$ cat src/rtl/matinv3_pkg.sv
// ----------------------------------------------------------------------------
// matinv3_pkg
// Shared widths and index helpers for the 3x3 adjugate inverse block.
// ----------------------------------------------------------------------------
package matinv3_pkg;

  localparam int ELEMENT_W = 16;  // input word field width
  localparam int INVERSE_W = 49;  // result entry width

  // Row-major position of (row, col) in a 3x3 array.
  function automatic logic [3:0] entry_index(input logic [1:0] row, input logic [1:0] col);
    return {2'b00, row} * 4'd3 + {2'b00, col};
  endfunction

  // Lower of the two rows/columns left when idx is struck out.
  function automatic logic [1:0] other_lo(input logic [1:0] idx);
    case (idx)
      2'd0:    return 2'd1;
      default: return 2'd0;
    endcase
  endfunction

  // Upper of the two rows/columns left when idx is struck out.
  function automatic logic [1:0] other_hi(input logic [1:0] idx);
    case (idx)
      2'd0, 2'd1: return 2'd2;
      default:    return 2'd1;
    endcase
  endfunction

  // Store address of operand term (0..3) of the 2x2 minor for (row, col):
  // minor = t0 * t1 - t2 * t3.
  function automatic logic [3:0] minor_addr(input logic [1:0] row, input logic [1:0] col,
                                            input logic [1:0] term);
    logic [1:0] rr;
    logic [1:0] cc;
    rr = (term == 2'd0 || term == 2'd2) ? other_lo(row) : other_hi(row);
    cc = (term == 2'd0 || term == 2'd3) ? other_lo(col) : other_hi(col);
    return entry_index(rr, cc);
  endfunction

endpackage

$ cat src/rtl/matinv3_in_if.sv
// ----------------------------------------------------------------------------
// matinv3_in_if
// Input channel: one signed matrix entry per word.
// ----------------------------------------------------------------------------
interface matinv3_in_if;
  import matinv3_pkg::*;

  logic                        valid;
  logic                        ready;
  logic signed [ELEMENT_W-1:0] element;

  modport source(output valid, output element, input ready);
  modport sink(input valid, input element, output ready);
endinterface

$ cat src/rtl/matinv3_out_if.sv
// ----------------------------------------------------------------------------
// matinv3_out_if
// Result channel: one inverse entry per word, with singular and last flags.
// ----------------------------------------------------------------------------
interface matinv3_out_if;
  import matinv3_pkg::*;

  logic                        valid;
  logic                        ready;
  logic signed [INVERSE_W-1:0] inverse_entry;
  logic                        singular;
  logic                        last_result;

  modport source(output valid, output inverse_entry, output singular, output last_result,
                 input ready);
  modport sink(input valid, input inverse_entry, input singular, input last_result,
               output ready);
endinterface

$ cat src/rtl/matinv3_ram.sv
// ----------------------------------------------------------------------------
// matinv3_ram
// Generic one-write one-read RAM with registered read data.
// ----------------------------------------------------------------------------
module matinv3_ram #(
  parameter int WIDTH = 16,
  parameter int DEPTH = 9
) (
  input  logic                     clk,
  input  logic                     we,
  input  logic [$clog2(DEPTH)-1:0] waddr,
  input  logic [WIDTH-1:0]         wdata,
  input  logic [$clog2(DEPTH)-1:0] raddr,
  output logic [WIDTH-1:0]         rdata
);
  logic [WIDTH-1:0] mem [DEPTH];

  always_ff @(posedge clk) begin
    if (we) begin
      mem[waddr] <= wdata;
    end
    rdata <= mem[raddr];
  end
endmodule

$ cat src/rtl/matrix_inverse_3x3_top.sv
// ----------------------------------------------------------------------------
// matrix_inverse_3x3_top - 3x3 matrix inverse by adjugate, fixed-point result
// Loading takes one word a cycle while in LOAD; the ninth word starts the minors and
// determinant, then each entry goes through the bit-serial divider, whose quotient
// is NW = 2*ELEMENT_BITS+1+FRACTION_BITS bits wide.
// rst_n is synchronous, active low: sequencer back to loading, no result pending.
// ----------------------------------------------------------------------------
module matrix_inverse_3x3_top #(
  parameter int ELEMENT_BITS  = 16,
  parameter int FRACTION_BITS = 16
) (
  input logic           clk,
  input logic           rst_n,
  matinv3_in_if.sink    in_word,
  matinv3_out_if.source out_word
);
  import matinv3_pkg::*;

  // Datapath widths.
  localparam int CW = 2 * ELEMENT_BITS + 1;          // cofactor
  localparam int PW = ELEMENT_BITS + CW;             // multiplier product
  localparam int DW = 3 * ELEMENT_BITS + 2;          // determinant / accumulator
  localparam int NW = CW + FRACTION_BITS;            // scaled dividend / quotient
  localparam int QW = (NW + 1 > INVERSE_W) ? NW + 1 : INVERSE_W;
  localparam int SW = $clog2(NW);                    // divider step counter

  // Sequencer:
  //   LOAD      take nine words into the entry store
  //   MINOR     six steps per cofactor, two products through the shared multiplier
  //   DET       three steps per first-row term, one more to test for zero
  //   DIV_START fetch the transposed cofactor, set up the divider
  //   DIV       one quotient bit per cycle
  //   SIGN      apply the quotient sign, load the output register
  //   OUT       hold the result until it is taken
  typedef enum logic [2:0] {
    S_LOAD, S_MINOR, S_DET, S_DIV_START, S_DIV, S_SIGN, S_OUT
  } state_t;

  state_t state_r;

  logic [3:0]    load_cnt_r;
  logic [1:0]    row_r;
  logic [1:0]    col_r;
  logic [2:0]    sub_r;
  logic [SW-1:0] step_r;

  logic signed [INVERSE_W-1:0] out_entry_r;
  logic                        out_singular_r;
  logic                        out_last_r;
  logic                        out_valid_r;

  logic in_acc;
  logic out_acc;

  // Entry store.
  logic                           ram_we;
  logic [3:0]                     ram_raddr;
  logic signed [ELEMENT_BITS-1:0] ram_rdata;

  // Shared arithmetic.
  logic signed [ELEMENT_BITS-1:0] opa_r;
  logic signed [PW-1:0]           prod_r;
  logic signed [DW-1:0]           acc_r;
  logic signed [CW-1:0]           cof_r [9];
  logic [DW-1:0]                  dmag_r;
  logic                           dneg_r;
  logic                           qneg_r;
  logic [DW-1:0]                  rem_r;
  logic [NW-1:0]                  nq_r;

  logic [3:0]                     cof_rd_idx;
  logic signed [CW-1:0]           cof_rd;
  logic signed [ELEMENT_BITS-1:0] mul_a;
  logic signed [CW-1:0]           mul_b;
  logic signed [PW-1:0]           mul_p;
  logic signed [DW-1:0]           prod_ext;
  logic signed [DW-1:0]           minor_diff;
  logic signed [CW-1:0]           cof_val;
  logic signed [CW-1:0]           cof_nxt;
  logic signed [DW-1:0]           det_sum;
  logic [CW-1:0]                  cof_mag;
  logic [NW-1:0]                  nq_load;
  logic [DW-1:0]                  det_mag;
  logic [DW:0]                    div_shift;
  logic [DW:0]                    div_diff;
  logic                           div_ge;
  logic [DW-1:0]                  rem_nxt;
  logic [NW-1:0]                  nq_nxt;
  logic [QW-1:0]                  q_ext;
  logic [QW-1:0]                  q_signed;
  logic signed [INVERSE_W-1:0]    entry_nxt;

  // Handshakes. Input is open only while loading; no new matrix starts
  // until the last result of the current one is taken.
  assign in_acc  = in_word.valid && in_word.ready;
  assign out_acc = out_word.valid && out_word.ready;

  assign in_word.ready          = (state_r == S_LOAD);
  assign out_word.valid         = out_valid_r;
  assign out_word.inverse_entry = out_entry_r;
  assign out_word.singular      = out_singular_r;
  assign out_word.last_result   = out_last_r;

  // Entry store: written in row-major order while loading; read one operand
  // per cycle for minors (fixed term pattern) and for the first-row terms.
  assign ram_we    = in_acc;
  assign ram_raddr = (state_r == S_DET) ? {2'b00, col_r} : minor_addr(row_r, col_r, sub_r[1:0]);

  matinv3_ram #(
    .WIDTH (ELEMENT_BITS),
    .DEPTH (9)
  ) u_store (
    .clk   (clk),
    .we    (ram_we),
    .waddr (load_cnt_r),
    .wdata (in_word.element[ELEMENT_BITS-1:0]),
    .raddr (ram_raddr),
    .rdata (ram_rdata)
  );

  // Cofactor read: first-row cofactor during DET, else the transposed one
  // (inverse entry (i,j) uses cofactor (j,i)).
  assign cof_rd_idx = (state_r == S_DET) ? {2'b00, col_r} : entry_index(col_r, row_r);
  assign cof_rd     = cof_r[cof_rd_idx];

  // One multiplier serves both minors (entry x entry) and the determinant
  // terms (entry x cofactor).
  assign mul_a = (state_r == S_DET) ? ram_rdata : opa_r;
  assign mul_b = (state_r == S_DET) ? cof_rd
               : {{(CW - ELEMENT_BITS){ram_rdata[ELEMENT_BITS-1]}}, ram_rdata};
  assign mul_p = mul_a * mul_b;

  assign prod_ext   = {{(DW - PW){prod_r[PW-1]}}, prod_r};
  assign minor_diff = acc_r - prod_ext;
  assign cof_val    = minor_diff[CW-1:0];
  // Checkerboard sign: odd row+col negates the minor.
  assign cof_nxt    = (row_r[0] ^ col_r[0]) ? -cof_val : cof_val;
  assign det_sum    = acc_r + prod_ext;

  // Divider works on magnitudes; the quotient sign is applied at the end,
  // which gives truncation toward zero.
  assign cof_mag   = cof_rd[CW-1] ? -cof_rd : cof_rd;
  assign nq_load   = NW'(cof_mag) << FRACTION_BITS;
  assign det_mag   = acc_r[DW-1] ? -acc_r : acc_r;

  // Restoring division step: dividend bits shift out of nq_r's top while
  // quotient bits shift into its bottom.
  assign div_shift = {rem_r, nq_r[NW-1]};
  assign div_ge    = (div_shift >= {1'b0, dmag_r});
  assign div_diff  = div_shift - {1'b0, dmag_r};
  assign rem_nxt   = div_ge ? div_diff[DW-1:0] : div_shift[DW-1:0];
  assign nq_nxt    = {nq_r[NW-2:0], div_ge};

  assign q_ext     = QW'(nq_r);
  assign q_signed  = qneg_r ? -q_ext : q_ext;
  assign entry_nxt = q_signed[INVERSE_W-1:0];

  // Sequencer, counters and output register.
  always_ff @(posedge clk) begin
    if (!rst_n) begin
      state_r     <= S_LOAD;
      load_cnt_r  <= '0;
      row_r       <= '0;
      col_r       <= '0;
      sub_r       <= '0;
      step_r      <= '0;
      out_valid_r <= 1'b0;
    end else begin
      case (state_r)
        S_LOAD: begin
          if (in_acc) begin
            if (load_cnt_r == 4'd8) begin
              load_cnt_r <= '0;
              row_r      <= '0;
              col_r      <= '0;
              sub_r      <= '0;
              state_r    <= S_MINOR;
            end else begin
              load_cnt_r <= load_cnt_r + 4'd1;
            end
          end
        end
        S_MINOR: begin
          if (sub_r == 3'd5) begin
            sub_r <= '0;
            if (col_r == 2'd2) begin
              col_r <= '0;
              if (row_r == 2'd2) begin
                row_r   <= '0;
                state_r <= S_DET;
              end else begin
                row_r <= row_r + 2'd1;
              end
            end else begin
              col_r <= col_r + 2'd1;
            end
          end else begin
            sub_r <= sub_r + 3'd1;
          end
        end
        S_DET: begin
          if (sub_r == 3'd2) begin
            if (col_r == 2'd2) begin
              sub_r <= 3'd3;
            end else begin
              col_r <= col_r + 2'd1;
              sub_r <= '0;
            end
          end else if (sub_r == 3'd3) begin
            sub_r <= '0;
            col_r <= '0;
            row_r <= '0;
            if (acc_r == '0) begin
              // Singular: one flagged result, entry zero.
              out_entry_r    <= '0;
              out_singular_r <= 1'b1;
              out_last_r     <= 1'b1;
              out_valid_r    <= 1'b1;
              state_r        <= S_OUT;
            end else begin
              state_r <= S_DIV_START;
            end
          end else begin
            sub_r <= sub_r + 3'd1;
          end
        end
        S_DIV_START: begin
          step_r  <= '0;
          state_r <= S_DIV;
        end
        S_DIV: begin
          if (step_r == SW'(NW - 1)) begin
            state_r <= S_SIGN;
          end else begin
            step_r <= step_r + SW'(1);
          end
        end
        S_SIGN: begin
          out_entry_r    <= entry_nxt;
          out_singular_r <= 1'b0;
          out_last_r     <= (row_r == 2'd2) && (col_r == 2'd2);
          out_valid_r    <= 1'b1;
          state_r        <= S_OUT;
        end
        S_OUT: begin
          if (out_acc) begin
            out_valid_r <= 1'b0;
            if (out_last_r) begin
              row_r   <= '0;
              col_r   <= '0;
              state_r <= S_LOAD;
            end else begin
              if (col_r == 2'd2) begin
                col_r <= '0;
                row_r <= row_r + 2'd1;
              end else begin
                col_r <= col_r + 2'd1;
              end
              state_r <= S_DIV_START;
            end
          end
        end
        default: state_r <= S_LOAD;
      endcase
    end
  end

  // Arithmetic registers, no reset needed.
  // Minor steps: 0 read t0 | 1 latch t0, read t1 | 2 t0*t1, read t2 |
  //              3 hold t0*t1, latch t2, read t3 | 4 t2*t3 | 5 subtract, store.
  always_ff @(posedge clk) begin
    case (state_r)
      S_MINOR: begin
        if (sub_r == 3'd1 || sub_r == 3'd3) begin
          opa_r <= ram_rdata;
        end
        if (sub_r == 3'd2 || sub_r == 3'd4) begin
          prod_r <= mul_p;
        end
        if (sub_r == 3'd3) begin
          acc_r <= prod_ext;
        end
        if (sub_r == 3'd5) begin
          cof_r[entry_index(row_r, col_r)] <= cof_nxt;
        end
      end
      S_DET: begin
        if (sub_r == 3'd0 && col_r == 2'd0) begin
          acc_r <= '0;
        end
        if (sub_r == 3'd1) begin
          prod_r <= mul_p;
        end
        if (sub_r == 3'd2) begin
          acc_r <= det_sum;
        end
        if (sub_r == 3'd3) begin
          dmag_r <= det_mag;
          dneg_r <= acc_r[DW-1];
        end
      end
      S_DIV_START: begin
        rem_r  <= '0;
        nq_r   <= nq_load;
        qneg_r <= cof_rd[CW-1] ^ dneg_r;
      end
      S_DIV: begin
        rem_r <= rem_nxt;
        nq_r  <= nq_nxt;
      end
      default: ;
    endcase
  end
endmodule

$ cat src/flat_wrapper.sv
// flat-port wrapper written by rule: the top's interface ports become plain ports
module matrix_inverse_3x3_top_flat import matinv3_pkg::*;
#(
  parameter int ELEMENT_BITS  = 16,
  parameter int FRACTION_BITS = 16
)
  (clk, rst_n, in_word_valid, in_word_element, in_word_ready, out_word_valid, out_word_inverse_entry, out_word_singular, out_word_last_result, out_word_ready);
  matinv3_in_if in_word_i ();
  matinv3_out_if out_word_i ();
  input logic clk;
  input logic rst_n;
  input wire logic [$bits(in_word_i.valid)-1:0] in_word_valid;
  input wire logic [$bits(in_word_i.element)-1:0] in_word_element;
  output wire logic [$bits(in_word_i.ready)-1:0] in_word_ready;
  output wire logic [$bits(out_word_i.valid)-1:0] out_word_valid;
  output wire logic [$bits(out_word_i.inverse_entry)-1:0] out_word_inverse_entry;
  output wire logic [$bits(out_word_i.singular)-1:0] out_word_singular;
  output wire logic [$bits(out_word_i.last_result)-1:0] out_word_last_result;
  input wire logic [$bits(out_word_i.ready)-1:0] out_word_ready;
  assign in_word_i.valid = in_word_valid;
  assign in_word_i.element = in_word_element;
  assign in_word_ready = in_word_i.ready;
  assign out_word_valid = out_word_i.valid;
  assign out_word_inverse_entry = out_word_i.inverse_entry;
  assign out_word_singular = out_word_i.singular;
  assign out_word_last_result = out_word_i.last_result;
  assign out_word_i.ready = out_word_ready;
  matrix_inverse_3x3_top #(.ELEMENT_BITS(ELEMENT_BITS), .FRACTION_BITS(FRACTION_BITS)) u_core (.clk(clk), .rst_n(rst_n), .in_word(in_word_i), .out_word(out_word_i));
endmodule
$ cat config.mk
export PLATFORM = sky130hd
export DESIGN_NAME = matrix_inverse_3x3_top_flat
export DESIGN_NICKNAME = d
export VERILOG_FILES = /design/src/rtl/matinv3_pkg.sv /design/src/rtl/matinv3_in_if.sv /design/src/rtl/matinv3_out_if.sv /design/src/rtl/matinv3_ram.sv /design/src/rtl/matrix_inverse_3x3_top.sv /design/src/flat_wrapper.sv
export SDC_FILE = /design/constraint.sdc
export NUM_CORES = 2
export LEC_CHECK = 0
export ABC_AREA = 1
export BUFFER_PORTS_ARGS = -buffer_cell sky130_fd_sc_hd__buf_2
export CORE_ASPECT_RATIO = 0.9
export CORE_UTILIZATION = 46
export CTS_CLUSTER_SIZE = 24
export DETAILED_ROUTE_END_ITERATION = 16
export REMOVE_ABC_BUFFERS = 1
export SYNTH_ARGS = -nofsm -noshare
export SYNTH_HDL_FRONTEND = slang
export SYNTH_HIERARCHICAL = 1
export SYNTH_SLANG_ARGS = --single-unit
$ cat constraint.sdc
create_clock -name clk -period 8.95 [get_ports clk]
set_clock_uncertainty 0.05 [all_clocks]
set_input_delay 1.79 -clock clk [delete_from_list [all_inputs] [get_ports clk]]
set_output_delay 1.79 -clock clk [all_outputs]
set_load 0.1 [all_outputs]
* Word-level counts from Yosys, hierarchy flattened
Memories as Yosys holds them, arrays and structs flattened. A register that Yosys moved wholly into a read port is not among the register bits. Index checks and enable logic that the tools add are counted.
Word-level totals: word-level logic and storage cells 194, memories 2, output and inout port bits 53, input port bits 20, memory bits (writable) 441, flip-flop bits (word level) 338
Memories:
- u_core.cof_r | depth 9, bits a word 33, read ports 1, clocked after Yosys merged registers in 0, write ports 1, RTL line matrix_inverse_3x3_top.sv:64 | logic signed [CW-1:0] cof_r [9];
- u_core.u_store.mem | depth 9, bits a word 16, read ports 1, clocked after Yosys merged registers in 1, write ports 1, RTL line matinv3_ram.sv:16 | logic [WIDTH-1:0] mem [DEPTH];
Operators by class: reductions and logical operators 34, eq/ne operators 37, multiply operators 4, order comparisons 1, bitwise operators 2, add/sub/neg operators 15, mux-type cells 80
Operators by type and width (count):
- 2-to-1 mux 49 bit | 7
- case mux 49 bit (2 select lines) | 3
- 2-to-1 mux 50 bit | 4
- case mux 50 bit (2 select lines) | 2
- 2-to-1 mux 33 bit | 3
- negation 33 bit | 2
- greater-or-equal comparator 51 x 50 -> 1 bit | 1
- adder 50 x 49 -> 50 bit | 1
- zero test 50 bit | 1
- negation 50 bit | 1
- subtractor 50 bit | 1
- multiplier 16 x 33 -> 49 bit | 1
- negation 49 bit | 1
- 2-to-1 mux 3 bit | 15
- 2-to-1 mux 2 bit | 22
- subtractor 33 bit | 1
- case mux 3 bit (7 select lines) | 1
- AND reduction 9 bit | 2
- 2-to-1 mux 16 bit | 1
- case mux 2 bit (4 select lines) | 2
- == test 3 bit, second input constant | 5
- inequality test 2 x 1 -> 1 bit, second input constant | 7
- inequality test 2 bit, second input constant | 7
- adder 4 x 2 -> 4 bit | 3
- 33 further kinds | 79

* Longest topological paths before layout
An unclocked memory read counts as a cell.
word-level depth 8, mapped depth 42, gate-level depth less buffers 41

* Hierarchy
Netlist, hierarchy kept.
Modules (own cells, without submodules):
- matrix_inverse_3x3_top | times used 1, cells each 6812, sequential area each 18858.1 µm², area each 56965.9 µm²
- matinv3_ram | times used 1, cells each 594, sequential area each 4644.5 µm², area each 6465.0 µm²

* Least setup slack after synthesis
OpenSTA, ideal clock, no wires.
path type reg-to-reg, start point register u_core.col_r[1], end point register u_core.prod_r[37] (data pin), arrival 7.834 ns, required time 8.635 ns, buffers on the path 2, cell stages (with the launch flop) 36, path slack 0.801 ns, library setup time 0.265 ns, clock period less this slack 8.149 ns, cells stage by stage dfxtp_1 > inv_1 > fa_1 > inv_1 > ha_1 > fa_1 > nand2_2 > inv_1 > buf_2 > nand3_2 > nand3_2 > nand2_2 > nand2_1 > nand2_1 > inv_1 > clkbuf_1 > nand2_1 > fa_1 > fa_1 > fa_1 > inv_1 > fa_1 > fa_1 > inv_1 > fa_1 > inv_1 > ha_1 > a21oi_1 > o21ai_0 > a21oi_1 > o21ai_0 > a21oi_1 > o21ai_0 > a21oi_1 > o21ai_0 > xor2_1
On the way: word-level cells in the longest chain between the ends 8, elaborated cells between the ends (all ways) 9, those cells by class add/sub: 1; mul: 2; mux: 5; memory: 1
RTL lines:
- from (decl) | RTL line matrix_inverse_3x3_top.sv:43 | logic [1:0] col_r;
- from (signal assigned) | RTL line matrix_inverse_3x3_top.sv:195 | col_r <= col_r + 2'd1;
- from (signal assigned) | RTL line matrix_inverse_3x3_top.sv:206 | col_r <= col_r + 2'd1;
- from (signal assigned) | RTL line matrix_inverse_3x3_top.sv:257 | col_r <= col_r + 2'd1;
- multiplier 2 x 2 -> 4 bit | RTL line matinv3_pkg.sv:12 | return {2'b00, row} * 4'd3 + {2'b00, col};
- adder 4 x 2 -> 4 bit | RTL line matinv3_pkg.sv:12
- 2-to-1 mux 4 bit * | RTL line matrix_inverse_3x3_top.sv:123 | assign cof_rd_idx = (state_r == S_DET) ? {2'b00, col_r} : entry_index(col_r, row_r);
- memory (9 x 33 bit) *
- 2-to-1 mux 33 bit * | RTL line matrix_inverse_3x3_top.sv:129 | assign mul_b = (state_r == S_DET) ? cof_rd
- multiplier 16 x 33 -> 49 bit * | RTL line matrix_inverse_3x3_top.sv:131 | assign mul_p = mul_a * mul_b;
- named net u_core.mul_p[37] | RTL line matrix_inverse_3x3_top.sv:75 | logic signed [PW-1:0] mul_p;
- 2-to-1 mux 49 bit, on equally long branches | RTL line matrix_inverse_3x3_top.sv:291, matrix_inverse_3x3_top.sv:277
- case mux 49 bit (2 select lines) * | RTL line matrix_inverse_3x3_top.sv:272 | case (state_r)
- to (signal assigned) | RTL line matrix_inverse_3x3_top.sv:278 | prod_r <= mul_p;
- to (signal assigned) | RTL line matrix_inverse_3x3_top.sv:292 | prod_r <= mul_p;
- to (decl) | RTL line matrix_inverse_3x3_top.sv:62 | logic signed [PW-1:0] prod_r;
Mark *: on every way through the listed nets, which the timed path passes. The rest lies on a longest branch. The select of a mux whose other input is x is not followed. A chain may end at the register's enable or synchronous reset.

* Worst setup path after layout
start point register u_core.col_r[1], end point register u_core.prod_r[41] (data pin)
Same word-level chain as after synthesis.

==> summary.md <==
| Metric | Value |
|---|---|
| F_max | `116 MHz` |
| H-tree levels | `3` |
| DP Wirelength | `157000 µm` |
| Pin count of the biggest net entering global routing | `66` |
| Pwr dens | `165 nW/µm²` |
| Die Area | `roughly 140000 µm²` |
| Slew @ Worst Pin | `1.19 ns` |
| Signal arrival time at the worst endpoint | `8.96 ns` |
| Synthesized instance count | `7406` |
| Sequential Area | `23500 µm²` |
| Cell row count | `128` |
| Syn avg cell area | `8.56 µm²` |
| Unrepaired setup endpoints after global routing | `false` |
| Xor/xnor cell area share of the yosys netlist | `0.0283` |
| CTS tree | `done` |
| 1st-pass router iterations | `6` |
| Critical path's largest stage delay | `0.58 ns` |
| Crit end category | `flop` |
| Root Buffer | `clkbuf_16` |
| Iter 0 DRT Violations | `5120` |
| Mux cell area share after synthesis | `0` |
| Final hold slack | `between 0.3 and 0.4 ns` |
| # fillers | `12956` |
| Status | `finished clean` |
| #FFs+latches synth | `795` |
| Crit-path slowest cell | `fa_1` |
| Width of the die | `393 µm` |
| Initial Util | `0.466` |
| Netlist Area Pre-Place | `63400 µm²` |
| CTS Hold Bufs | `0` |
| Wirelength per Cell | `21.8 µm` |
| Crit Path Max Fanout | `11` |
| Tightest Hold Check Type | `flop to flop` |
| Seq/Total Area, Yosys | `0.371` |
| Global-route wire length before repair | `309000 µm` |
| Yosys warnings | `6` |
| Total CTS buffers | `a little under 90` |
| P&R area growth vs syn | `10.3%` |
| Initial antenna violation count | `4` |
| # nets final | `8333` |
| Compound-cell area share of the yosys netlist | `0.0835` |
| R2R depth | `34` |
| Vias/cell | `5.48` |
| Die height | `between 300 and 400 µm` |
| Multi-input gate area | `approximately 34000 µm²` |
| Netlist cell types | `62` |
| Endpoints failing setup | `0` |
| DR vias | `around 52000` |
| Post-synthesis adder-cell area fraction | `0.215` |
| Max-slew violations | `0` |
| Leak pwr | `a little over 30 nW` |
| Hold Path Depth | `2` |
| Area of the core | `136000 µm²` |
| Place WS | `0.0547 ns` |
| Layout cell share with drive strength beyond 1 | `0.0830` |
| Final worst-path cycle share | `0.963` |
| GPL Wtd Cong | `1.03` |
| GRT Overall Usage | `0.292` |
| Largest family of logic cells by synthesized area | `adder cells` |
| Utilization after layout | `0.514` |
| Post-Layout Inst Area | `70000 µm²` |
| Placed inst area | `66500 µm²` |
| Most frequent CP cell | `inv_1` |
| DRT antenna net count | `0` |
| Wirelength, routed | `206000 µm` |
| Hold Vio Cnt, Final | `0` |
| Critical Path RT | `9.30 ns` |
| Post-synthesis simple-gate area fraction | `0.204` |
| Post-route DRC | `0` |
| Period minus WS final | `8.62 ns` |
| MaxCap Viol Count | `0` |
| Setup CP Type | `flop to flop` |
| Slew HR | `0.198` |
| Clock Latency Late Sink | `0.72 ns` |
| # port buffers | `72` |
| GRT overflow | `0` |
| Vias in the first global route | `49654` |
| Longest Clk Path Bufs | `3` |
| Max rail drop VDD | `151 µV` |
| Setup ws final | `0.334 ns` |
| Top Ports | `73` |
| Clock Pin Slew Worst Setup and Hold Paths | `0.06 ns` |
| CTS Sinks | `between 700 and 800` |
| Startpoint Class | `flop` |
==> routing by layer <==
layer,GRT usage,part of all wire
met3,0.0551,0.087
met4,0.0914,0.031
met5,0,0.000088
met1,0.419,0.44
met2,0.448,0.44
==> state kept, by name (all words and copies together), names as in the netlist, 49 cells and up <==
signal,count
u_core/acc_r,50
u_core/cof_r,297
u_core/dmag_r,50
u_core/nq_r,49
u_core/out_word.inverse_entry,49
u_core/prod_r,49
u_core/rem_r,50
u_core/u_store/mem,144
==> placed cells by master, fill, tap and decap left out, drive strengths merged, types with 3 or more instances in the layout <==
cell type	count
a211oi	15
a21boi	6
a21o	18
a21oi	360
a221oi	6
a31oi	65
and3	8
buf	261
bufinv	10
clkbuf	108
clkinv	59
clkinvlp	13
dfxtp	37
edfxtp	758
fa	509
ha	275
inv	1334
nand2	1556
nand3	502
nand3b	9
nand4	57
nor2	781
nor3	87
nor3b	4
nor4	27
o211ai	10
o21a	19
o21ai	383
o21bai	33
o221ai	5
o22ai	15
o31ai	7
o32ai	3
or2	46
xnor2	72
xor2	133
==> cell families after synthesis <==
kind of cell,Yosys count
adders and majority gates,784
DFF,795
AOI/OAI and AO/OA,956
xor gates and xnor gates,205
and+or+nand+nor,3078
buffers and inverters,1588
==> per-stage QoR <==
step | cells | TNS (ns) | total power, W
after floorplan | 7175 | -12.19 | 0.00635
after global placement | 9239 | -0.161 | 0.00774
after detailed placement | 9239 | 0 | 0.00770
after CTS | 9403 | 0 | 0.0115
after global routing | 9424 | 0 | 0.0121
final | 9425 | 0 | 0.0116
==> synthesized netlist by cell type, drive strengths merged <==
cell,instances,area [µm²]
nand2,1556,5930
inv,1336,5020
nor2,781,2970
edfxtp,758,22800
fa,509,10200
nand3,502,2590
o21ai,382,1950
a21oi,360,1800
ha,275,3440
xor2,133,1160
clkbuf,121,454
buf,110,724
nor3,87,465
xnor2,72,631
a31oi,65,407
nand4,57,363
or2,46,288
dfxtp,37,741
o21bai,33,248
nor4,27,169
clkinv,21,78.8
o21a,19,143
a21o,18,135
a211oi,15,113
o22ai,15,93.8
o211ai,10,75.1
nand3b,9,67.6
and3,8,50.1
o31ai,7,52.6
a21boi,6,45.0
a221oi,6,52.6
o221ai,5,43.8
nor3b,4,30.0
o32ai,3,26.3
a31o,2,17.5
a41oi,2,17.5
o2111ai,2,17.5
o221a,2,22.5
o41ai,2,17.5
a22oi,1,7.51
o311ai,1,8.76
or3,1,6.26
==> critical path, delay by kind of cell, from the launching register on <==
| family | cells | cell delay (ns) |
|---|---|---|
| xor gates and xnor gates | 1 | 0.24 |
| AOI/OAI and AO/OA | 3 | 0.67 |
| and+or+nand+nor | 8 | 0.95 |
| DFF | 1 | 0.33 |
| adders and majority gates | 10 | 4.60 |
| buffers and inverters | 12 | 1.41 |
==> final timing paths <==
check | slack (ns) | start | to
hold / removal | 0.39 | u_core/u_store/mem[8][14]$_DFFE_PP_ | u_core/u_store/rdata[14]$_DFF_P_
setup / recovery | 0.33 | u_core/col_r[1]$_SDFFE_PN0P_ | u_core/prod_r[41]$_DFFE_PP_
setup reg to reg | 0.33 | u_core/col_r[1]$_SDFFE_PN0P_ | u_core/prod_r[41]$_DFFE_PP_
hold reg to reg | 0.39 | u_core/u_store/mem[8][14]$_DFFE_PP_ | u_core/u_store/rdata[14]$_DFF_P_
==> power breakdown <==
group | total [W] | switching [W] | leakage [nW] | internal [W]
Clock | 0.00375 | 0.00160 | 1.44 | 0.00214
Combinational | 0.00363 | 0.00236 | 21.9 | 0.00127
Sequential | 0.00419 | 0.00000839 | 7.04 | 0.00419
Total | 0.0116 | 0.00397 | 30.4 | 0.00760
==> what timing repair did <==
item                       CTS  global route
gates cloned                 0             3
pin swaps                    0             6
setup endpoints to repair    3            27
buffers inserted             0            18
resized for setup            3            82
==> final cells by class <==
cell class,count,area share
diodes,1,0.0000358
clock buffers,105,0.0328
clock inverters,59,0.00978
inverters,1357,0.0733
multi-input cells,5024,0.487
flip-flops and latches,795,0.336
well taps,1820,0.0325
repair buffers,264,0.0287
Power figures use the tool's default switching activity.
